--- src/gpac_pkg.sv ---
// types, constants and microprogram of the gated pid angle controller
package gpac_pkg;

  localparam int unsigned AddrW = 5;
  localparam int unsigned DataW = 32;

  localparam logic [2:0] REG_GAIN_PROP    = 3'd0;
  localparam logic [2:0] REG_GAIN_INTEG   = 3'd1;
  localparam logic [2:0] REG_GAIN_DERIV   = 3'd2;
  localparam logic [2:0] REG_TARGET_ANGLE = 3'd3;
  localparam logic [2:0] REG_STEP_TIME    = 3'd4;
  localparam logic [2:0] REG_STEP_RATE    = 3'd5;
  localparam logic [2:0] REG_GATE_LIMIT   = 3'd6;

  localparam logic signed [15:0] RST_GAIN_PROP    = 16'sd26;
  localparam logic signed [15:0] RST_GAIN_INTEG   = 16'sd256;
  localparam logic signed [15:0] RST_GAIN_DERIV   = 16'sd3;
  localparam logic signed [14:0] RST_TARGET_ANGLE = 15'sd0;
  localparam logic [15:0]        RST_STEP_TIME    = 16'd1092;
  localparam logic [15:0]        RST_STEP_RATE    = 16'd60;
  localparam logic [13:0]        RST_GATE_LIMIT   = 14'd5147;

  localparam logic signed [16:0] ANG_PI     = 17'sd12868;
  localparam logic signed [16:0] ANG_TWO_PI = 17'sd25736;

  localparam int unsigned MulAW = 18;
  localparam int unsigned MulBW = 35;
  localparam int unsigned ProdW = MulAW + MulBW;
  localparam int unsigned AccW  = ProdW + 1;

  localparam logic [3:0] ST_IT   = 4'd0;
  localparam logic [3:0] ST_DR   = 4'd1;
  localparam logic [3:0] ST_KP   = 4'd2;
  localparam logic [3:0] ST_KI   = 4'd3;
  localparam logic [3:0] ST_KD   = 4'd4;
  localparam logic [3:0] ST_ACC  = 4'd5;
  localparam logic [3:0] ST_DRV  = 4'd6;
  localparam logic [3:0] ST_POS  = 4'd7;
  localparam logic [3:0] ST_SKIP = 4'd8;

  typedef enum logic [2:0] {
    MUL_NONE,
    MUL_IT,
    MUL_DR,
    MUL_KP,
    MUL_KI,
    MUL_KD
  } mul_sel_e;

  typedef enum logic [1:0] {
    ACC_HOLD,
    ACC_LOAD,
    ACC_ADD
  } acc_op_e;

  typedef enum logic {
    JMP_NONE,
    JMP_SKIP
  } jmp_e;

  typedef struct packed {
    mul_sel_e   mul_sel;
    acc_op_e    acc_op;
    logic       wr_integ;
    logic       wr_deriv;
    logic       wr_last;
    logic       wr_last_pre;
    logic       wr_drive;
    logic       wr_pos;
    logic       done;
    logic       applied;
    jmp_e       jmp;
    logic [3:0] target;
  } ctl_t;

  typedef struct packed {
    logic load;
    logic run;
    ctl_t cw;
  } dp_ctl_t;

  typedef struct packed {
    logic signed [15:0] gain_prop;
    logic signed [15:0] gain_integ;
    logic signed [15:0] gain_deriv;
    logic signed [14:0] target_angle;
    logic [15:0]        step_time;
    logic [15:0]        step_rate;
    logic [13:0]        gate_limit;
  } cfg_t;

  typedef struct packed {
    logic               mode;
    logic signed [15:0] angle;
  } in_beat_t;

  typedef struct packed {
    logic signed [23:0] drive;
    logic               applied;
    logic signed [31:0] cart_position;
    logic               saturated;
  } out_beat_t;

  typedef struct packed {
    logic signed [23:0] drive;
    logic signed [31:0] pos_sum;
    logic signed [31:0] pos_cur;
    logic               sat;
  } dp_res_t;

  function automatic ctl_t prog_word(input logic [3:0] step);
    ctl_t w;
    w = '0;
    case (step)
      ST_IT: begin
        w.mul_sel = MUL_IT;
        w.jmp     = JMP_SKIP;
        w.target  = ST_SKIP;
      end
      ST_DR: begin
        w.mul_sel  = MUL_DR;
        w.wr_integ = 1'b1;
      end
      ST_KP: begin
        w.mul_sel  = MUL_KP;
        w.wr_deriv = 1'b1;
        w.wr_last  = 1'b1;
      end
      ST_KI: begin
        w.mul_sel = MUL_KI;
        w.acc_op  = ACC_LOAD;
      end
      ST_KD: begin
        w.mul_sel = MUL_KD;
        w.acc_op  = ACC_ADD;
      end
      ST_ACC: begin
        w.acc_op = ACC_ADD;
      end
      ST_DRV: begin
        w.wr_drive = 1'b1;
      end
      ST_POS: begin
        w.wr_pos  = 1'b1;
        w.done    = 1'b1;
        w.applied = 1'b1;
      end
      ST_SKIP: begin
        w.wr_last_pre = 1'b1;
        w.done        = 1'b1;
      end
      default: begin
        w.done = 1'b1;
      end
    endcase
    return w;
  endfunction

endpackage

--- src/gpac_dp.sv ---
// datapath: angle wrap, shared multiplier, accumulators and saturation
module gpac_dp (
  input  logic              clk_i,
  input  logic              rst_ni,
  input  gpac_pkg::cfg_t    cfg_i,
  input  gpac_pkg::in_beat_t in_data_i,
  input  gpac_pkg::dp_ctl_t ctl_i,
  output logic              skip_o,
  output gpac_pkg::dp_res_t res_o
);
  import gpac_pkg::*;

  logic signed [16:0] ang_x;
  logic signed [16:0] theta_x;
  logic signed [16:0] mag_x;
  logic signed [16:0] err_d;
  logic [13:0]        mag;
  logic               gate_ok;

  logic signed [16:0] err_q;
  logic signed [16:0] last_q;
  logic               pre_q;
  logic               skip_q;
  logic signed [31:0] integ_q;
  logic signed [33:0] deriv_q;
  logic signed [ProdW-1:0] prod_q;
  logic signed [ProdW-1:0] prod_d;
  logic signed [AccW-1:0]  acc_q;
  logic signed [23:0] drive_q;
  logic signed [31:0] pos_q;
  logic               sat_q;

  logic signed [MulAW-1:0] mul_a;
  logic signed [MulBW-1:0] mul_b;
  logic signed [MulAW-1:0] diff;

  logic signed [ProdW-1:0] irnd_t;
  logic signed [18:0]      irnd;
  logic signed [32:0]      isum;
  logic signed [31:0]      integ_d;
  logic                    integ_clip;

  logic signed [AccW-1:0]  drnd_t;
  logic signed [AccW-9:0]  drnd;
  logic signed [23:0]      drive_d;
  logic                    drive_clip;

  logic signed [32:0]      psum;
  logic signed [31:0]      pos_d;
  logic                    pos_clip;

  ctl_t cw;
  logic run;

  assign cw  = ctl_i.cw;
  assign run = ctl_i.run;

  // wrap into [-pi, pi] with one correction
  always_comb begin
    ang_x = 17'(in_data_i.angle);
    if (ang_x > ANG_PI) begin
      theta_x = ang_x - ANG_TWO_PI;
    end else if (ang_x < -ANG_PI) begin
      theta_x = ang_x + ANG_TWO_PI;
    end else begin
      theta_x = ang_x;
    end
    mag_x   = theta_x[16] ? -theta_x : theta_x;
    mag     = mag_x[13:0];
    gate_ok = (mag < cfg_i.gate_limit);
    err_d   = 17'(cfg_i.target_angle) - theta_x;
  end

  assign diff = 18'(err_q) - 18'(last_q);

  always_comb begin
    case (cw.mul_sel)
      MUL_IT: begin
        mul_a = 18'(err_q);
        mul_b = $signed({19'd0, cfg_i.step_time});
      end
      MUL_DR: begin
        mul_a = diff;
        mul_b = $signed({19'd0, cfg_i.step_rate});
      end
      MUL_KP: begin
        mul_a = 18'(cfg_i.gain_prop);
        mul_b = 35'(err_q);
      end
      MUL_KI: begin
        mul_a = 18'(cfg_i.gain_integ);
        mul_b = 35'(integ_q);
      end
      MUL_KD: begin
        mul_a = 18'(cfg_i.gain_deriv);
        mul_b = 35'(deriv_q);
      end
      default: begin
        mul_a = '0;
        mul_b = '0;
      end
    endcase
  end

  assign prod_d = mul_a * mul_b;

  // integral update with round half up and clip
  always_comb begin
    irnd_t     = prod_q + 53'sd32768;
    irnd       = irnd_t[34:16];
    isum       = 33'(integ_q) + 33'(irnd);
    integ_clip = (isum[32] != isum[31]);
    if (!integ_clip) begin
      integ_d = isum[31:0];
    end else if (isum[32]) begin
      integ_d = 32'sh8000_0000;
    end else begin
      integ_d = 32'sh7fff_ffff;
    end
  end

  // drive from the weighted sum
  always_comb begin
    drnd_t = acc_q + 54'sd128;
    drnd   = drnd_t[AccW-1:8];
    if (drnd > 46'sd8388607) begin
      drive_d    = 24'sh7f_ffff;
      drive_clip = 1'b1;
    end else if (drnd < -46'sd8388608) begin
      drive_d    = 24'sh80_0000;
      drive_clip = 1'b1;
    end else begin
      drive_d    = drnd[23:0];
      drive_clip = 1'b0;
    end
  end

  always_comb begin
    psum     = 33'(pos_q) + 33'(drive_q);
    pos_clip = (psum[32] != psum[31]);
    if (!pos_clip) begin
      pos_d = psum[31:0];
    end else if (psum[32]) begin
      pos_d = 32'sh8000_0000;
    end else begin
      pos_d = 32'sh7fff_ffff;
    end
  end

  always_ff @(posedge clk_i or negedge rst_ni) begin
    if (!rst_ni) begin
      integ_q <= '0;
      last_q  <= '0;
      pos_q   <= '0;
      sat_q   <= 1'b0;
      skip_q  <= 1'b0;
      pre_q   <= 1'b0;
    end else begin
      if (ctl_i.load) begin
        sat_q  <= 1'b0;
        skip_q <= !in_data_i.mode || !gate_ok;
        pre_q  <= !in_data_i.mode;
      end else if (run) begin
        if (cw.wr_integ) begin
          integ_q <= integ_d;
          if (integ_clip) begin
            sat_q <= 1'b1;
          end
        end
        if (cw.wr_drive && drive_clip) begin
          sat_q <= 1'b1;
        end
        if (cw.wr_last || (cw.wr_last_pre && pre_q)) begin
          last_q <= err_q;
        end
        if (cw.wr_pos) begin
          pos_q <= pos_d;
        end
      end
    end
  end

  always_ff @(posedge clk_i) begin
    if (ctl_i.load) begin
      err_q <= err_d;
    end
    if (run) begin
      prod_q <= prod_d;
      if (cw.wr_deriv) begin
        deriv_q <= prod_q[33:0];
      end
      case (cw.acc_op)
        ACC_LOAD: acc_q <= 54'(prod_q);
        ACC_ADD:  acc_q <= acc_q + 54'(prod_q);
        default:  acc_q <= acc_q;
      endcase
      if (cw.wr_drive) begin
        drive_q <= drive_d;
      end
    end
  end

  assign skip_o        = skip_q;
  assign res_o.drive   = drive_q;
  assign res_o.pos_sum = pos_d;
  assign res_o.pos_cur = pos_q;
  assign res_o.sat     = sat_q | pos_clip;

endmodule

--- src/gated_pid_angle_controller.sv ---
// Gated PID angle controller: one angle beat in, one result beat out. A beat is
// taken while the sequencer is idle; a control tick inside the gate then runs an
// eight-step microprogram over one shared 18x35 signed multiplier, whose last step
// writes the output register; a preload or out-of-gate beat jumps from the first
// step straight to the skip step. The next beat is accepted the cycle after the
// result is registered, even while that result still waits to be taken; the last
// step stalls only when the output register is still full.
module gated_pid_angle_controller (
  input  logic                       clk_i,
  input  logic                       rst_ni,
  input  logic                       in_valid_i,
  output logic                       in_ready_o,
  input  gpac_pkg::in_beat_t         in_data_i,
  output logic                       out_valid_o,
  input  logic                       out_ready_i,
  output gpac_pkg::out_beat_t        out_data_o,
  input  logic                       psel,
  input  logic                       penable,
  input  logic                       pwrite,
  input  logic [gpac_pkg::AddrW-1:0] paddr,
  input  logic [gpac_pkg::DataW-1:0] pwdata,
  output logic [gpac_pkg::DataW-1:0] prdata,
  output logic                       pready
);
  import gpac_pkg::*;

  cfg_t       cfg_q;
  logic [2:0] reg_idx;
  logic       cfg_wr;

  logic       busy_q;
  logic [3:0] step_q;
  ctl_t       cw;
  logic       stall;
  logic       in_acc;
  logic       fin;
  logic       skip;
  dp_ctl_t    dp_ctl;
  dp_res_t    res;

  logic       out_valid_q;
  out_beat_t  out_q;
  out_beat_t  out_d;

  // config port
  assign pready  = 1'b1;
  assign reg_idx = paddr[4:2];
  assign cfg_wr  = psel && penable && pwrite && pready;

  always_ff @(posedge clk_i or negedge rst_ni) begin
    if (!rst_ni) begin
      cfg_q.gain_prop    <= RST_GAIN_PROP;
      cfg_q.gain_integ   <= RST_GAIN_INTEG;
      cfg_q.gain_deriv   <= RST_GAIN_DERIV;
      cfg_q.target_angle <= RST_TARGET_ANGLE;
      cfg_q.step_time    <= RST_STEP_TIME;
      cfg_q.step_rate    <= RST_STEP_RATE;
      cfg_q.gate_limit   <= RST_GATE_LIMIT;
    end else if (cfg_wr) begin
      case (reg_idx)
        REG_GAIN_PROP:    cfg_q.gain_prop    <= pwdata[15:0];
        REG_GAIN_INTEG:   cfg_q.gain_integ   <= pwdata[15:0];
        REG_GAIN_DERIV:   cfg_q.gain_deriv   <= pwdata[15:0];
        REG_TARGET_ANGLE: cfg_q.target_angle <= pwdata[14:0];
        REG_STEP_TIME:    cfg_q.step_time    <= pwdata[15:0];
        REG_STEP_RATE:    cfg_q.step_rate    <= pwdata[15:0];
        REG_GATE_LIMIT:   cfg_q.gate_limit   <= pwdata[13:0];
        default: ;
      endcase
    end
  end

  always_comb begin
    case (reg_idx)
      REG_GAIN_PROP:    prdata = {16'd0, cfg_q.gain_prop};
      REG_GAIN_INTEG:   prdata = {16'd0, cfg_q.gain_integ};
      REG_GAIN_DERIV:   prdata = {16'd0, cfg_q.gain_deriv};
      REG_TARGET_ANGLE: prdata = {17'd0, cfg_q.target_angle};
      REG_STEP_TIME:    prdata = {16'd0, cfg_q.step_time};
      REG_STEP_RATE:    prdata = {16'd0, cfg_q.step_rate};
      REG_GATE_LIMIT:   prdata = {18'd0, cfg_q.gate_limit};
      default:          prdata = '0;
    endcase
  end

  // microprogram sequencer
  assign cw         = prog_word(step_q);
  assign stall      = cw.done && out_valid_q && !out_ready_i;
  assign in_ready_o = !busy_q;
  assign in_acc     = in_valid_i && in_ready_o;
  assign fin        = busy_q && cw.done && !stall;

  assign dp_ctl.load = in_acc;
  assign dp_ctl.run  = busy_q && !stall;
  assign dp_ctl.cw   = cw;

  always_ff @(posedge clk_i or negedge rst_ni) begin
    if (!rst_ni) begin
      busy_q <= 1'b0;
      step_q <= ST_IT;
    end else if (in_acc) begin
      busy_q <= 1'b1;
      step_q <= ST_IT;
    end else if (busy_q && !stall) begin
      if (cw.done) begin
        busy_q <= 1'b0;
        step_q <= ST_IT;
      end else if (cw.jmp == JMP_SKIP && skip) begin
        step_q <= cw.target;
      end else begin
        step_q <= step_q + 4'd1;
      end
    end
  end

  gpac_dp u_dp (
    .clk_i     (clk_i),
    .rst_ni    (rst_ni),
    .cfg_i     (cfg_q),
    .in_data_i (in_data_i),
    .ctl_i     (dp_ctl),
    .skip_o    (skip),
    .res_o     (res)
  );

  // result register
  always_comb begin
    out_d.applied       = cw.applied;
    out_d.drive         = cw.applied ? res.drive : '0;
    out_d.cart_position = cw.applied ? res.pos_sum : res.pos_cur;
    out_d.saturated     = cw.applied && res.sat;
  end

  always_ff @(posedge clk_i or negedge rst_ni) begin
    if (!rst_ni) begin
      out_valid_q <= 1'b0;
    end else if (fin) begin
      out_valid_q <= 1'b1;
    end else if (out_ready_i) begin
      out_valid_q <= 1'b0;
    end
  end

  always_ff @(posedge clk_i) begin
    if (fin) begin
      out_q <= out_d;
    end
  end

  assign out_valid_o = out_valid_q;
  assign out_data_o  = out_q;

endmodule

--- config.mk ---
export PLATFORM = sky130hd
export DESIGN_NAME = gated_pid_angle_controller
export DESIGN_NICKNAME = d
export VERILOG_FILES = /design/src/gpac_pkg.sv /design/src/gpac_dp.sv /design/src/gated_pid_angle_controller.sv
export SDC_FILE = /design/constraint.sdc
export NUM_CORES = 2
export LEC_CHECK = 0
export BUFFER_PORTS_ARGS = -buffer_cell sky130_fd_sc_hd__buf_2
export CAP_MARGIN = 20
export CELL_PAD_IN_SITES_DETAIL_PLACEMENT = 2
export CELL_PAD_IN_SITES_GLOBAL_PLACEMENT = 2
export CORE_MARGIN = 4
export CORE_UTILIZATION = 45
export DETAILED_ROUTE_END_ITERATION = 6
export PLACE_DENSITY_LB_ADDON = 0.1
export SYNTH_ARGS = -nofsm -noshare
export SYNTH_HDL_FRONTEND = slang
export SYNTH_HIERARCHICAL = 1
export SYNTH_SLANG_ARGS = --single-unit
--- constraint.sdc ---
create_clock -name clk_i -period 13.6 [get_ports clk_i]
set_input_delay 2.72 -clock clk_i [delete_from_list [all_inputs] [get_ports clk_i]]
set_output_delay 2.72 -clock clk_i [all_outputs]
set_load 0.03 [all_outputs]
==> flow_metrics.tcl <==
set metrics [dict create \
    start_util_pct 45.5 \
    syn_inst 5336 \
    hold_depth 0 \
    path_class "flop to flop" \
    rows 122 \
    final_max_slew_viol_count 0 \
    tritoncts "built" \
    fmax_mhz 89.2 \
    die_y_um 343 \
    postRouteAntennaNets 0 \
    drt-initial-drc-count 2313 \
    root_buffer "clkbuf_16" \
    grt_pass1_wl_mm 287 \
    die_area_um2 118000 \
    nets 6324 \
    grt_pass1_vias 47360 \
    clk_latency_ps 660 \
    portBuffers 118 \
    routedWlPerCell_um 26.7 \
    wirelength_mm 184 \
    cp_slowest_cell "a21o_1" \
    drive_gt1_share_pct 11.6 \
    r2r_slack_ps 2390 \
    io-pin-count 154 \
    grt_setup_unrepaired "false" \
    core_area_um2 111000 \
    status "finished clean" \
    reg2reg_from "step_q[0]" \
    synth_area_per_cell_um2 9.47 \
    crit_path_end_kind "flop" \
    drcViolationCount 0 \
    antenna_found_initial 2 \
    hpwl_mm 140 \
    fp.dieW_um 343 \
    tightest_slew_ps 1120 \
    cpPeakStageDelay_ps 800 \
    reg2regPathDepth 34 \
    cp-start-kind "flop" \
    cap_violations 0 \
    grt_max_degree 80 \
    slew_headroom_pct 25.0 \
    min_to "u_dp/deriv_q[0]" \
    critPathMostFrequentCell "fa_1" \
    post_cts_resized 0 \
    worstPathArrival_ps 11600 \
    crit_required_ps 13990 \
    path_delay_family "adder cells" \
    numClockSinks 439 \
    min-delay-start "u_dp/prod_q[0]" \
    grt_overflow 0 \
    timing.rr.end "u_dp/prod_q[52]" \
    cts.clk_slew.worst_paths_ps 70 \
    synth_warnings 6 \
    fin_tns_setup_ps 0 \
    postCtsSetupBuffers 0 \
    numCtsBuffers 52 \
    htree_levels 2 \
    period_minus_slack_ps 11210 \
    clockBufferDepth 3 \
    gp_congestion 0.859 \
    fin_crit_sh_pct 82.4 \
    synth_area_um2 50500 \
    crit_buf_inv 8 \
    hold_viol_final 0 \
    hp-class "flop to flop" \
    area_growth_pct 8.46 \
    critPathMaxFanout 25 \
    via_per_inst 5.91 \
    grt_usage_pct 31.3 \
    clock_skew_ps 45.0 \
    first_pass_iters 7 \
    cts_hold_buf 0 \
    vias 40776 \
    setup_viol 0 \
]
[registers in the layout, indices dropped and copies added, names as in the netlist]
register,flops
busy_q,1
cfg_q,109
out_data_o,58
out_valid_o,1
step_q,4
u_dp/acc_q,54
u_dp/deriv_q,34
u_dp/drive_q,24
u_dp/err_q,17
u_dp/integ_q,32
u_dp/last_q,17
u_dp/pos_q,32
u_dp/pre_q,1
u_dp/prod_q,53
u_dp/sat_q,1
u_dp/skip_o,1
[metrics by stage]
stage | cell area, um^2 | hold slack (ps) | cells | utilization, % | worst slack [ps]
finish | 54800 | 486 | 6902 | 49.3 | 2390
global route | 54800 | 482 | 6901 | 49.3 | 2030
CTS | 54700 | 467 | 6896 | 49.2 | 2440
detailed placement | 52900 | 501 | 6798 | 47.6 | 2630
global placement | 52900 | 497 | 6798 | 47.6 | 2830
floorplan | 50600 | 446 | 5351 | - | 4420
[final cells by class]
cell class	instances	area, um^2
tap	1488	1860
inverter	761	2860
clock inverter	27	418
antenna	1	2.50
timing repair buffer	218	1400
fill	11826	56300
sequential	439	12200
clock buffer	71	1440
multi-input combinational	3897	34600
[worst reg2reg max path, delay by kind of cell (launching register included)]
kind | cells | cell delay, ps
buffers and inverters | 8 | 1250
and+or+nand+nor | 11 | 3200
AOI/OAI and AO/OA | 6 | 2000
adders and majority gates | 8 | 3920
xor gates and xnor gates | 1 | 150
DFF | 1 | 420
[placed cells by master, fill, tap and decap left out, types with 36 or more instances in the layout]
cell type	instances
a21o_1	95
a21oi_1	250
and2_1	93
and3_1	72
buf_2	117
buf_4	95
clkbuf_16	52
dfrtp_1	180
edfxtp_1	240
fa_1	595
ha_1	298
inv_1	760
mux2_2	210
mux2i_1	64
nand2_1	663
nand2b_1	36
nand3_1	85
nand4_1	43
nor2_1	271
nor2b_1	63
nor3_1	45
o21ai_0	173
o21ai_1	62
o21bai_1	36
xnor2_1	161
xor2_1	71
[per-layer routing]
metal / global-route usage [%] / vias up / share of wire (%)
met2: 56.9 / 966 / 51
met3: 3.06 / 339 / 4.1
li1: - / 17850 / -
met5: 0 / - / 0
met1: 38.9 / 21621 / 41
met4: 10.4 / 0 / 3.6
[how the worst max path moves through the flow]
| stage | from | endpoint | slack [ps] | cells after the start |
|---|---|---|---|---|
| floorplan | step_q[0] | u_dp/prod_q[52] | 4420 | 34 |
| global placement | step_q[0] | u_dp/prod_q[52] | 2830 | 35 |
| detailed placement | step_q[0] | u_dp/prod_q[52] | 2630 | 33 |
| CTS | step_q[0] | u_dp/prod_q[52] | 2440 | 34 |
| global route | step_q[0] | u_dp/prod_q[52] | 2030 | 34 |
| finish | step_q[0] | u_dp/prod_q[52] | 2390 | 34 |
Power is left out: the tool's default activity adds up to more than one toggle a clock period on the data nets, which glitch-free logic cannot reach.
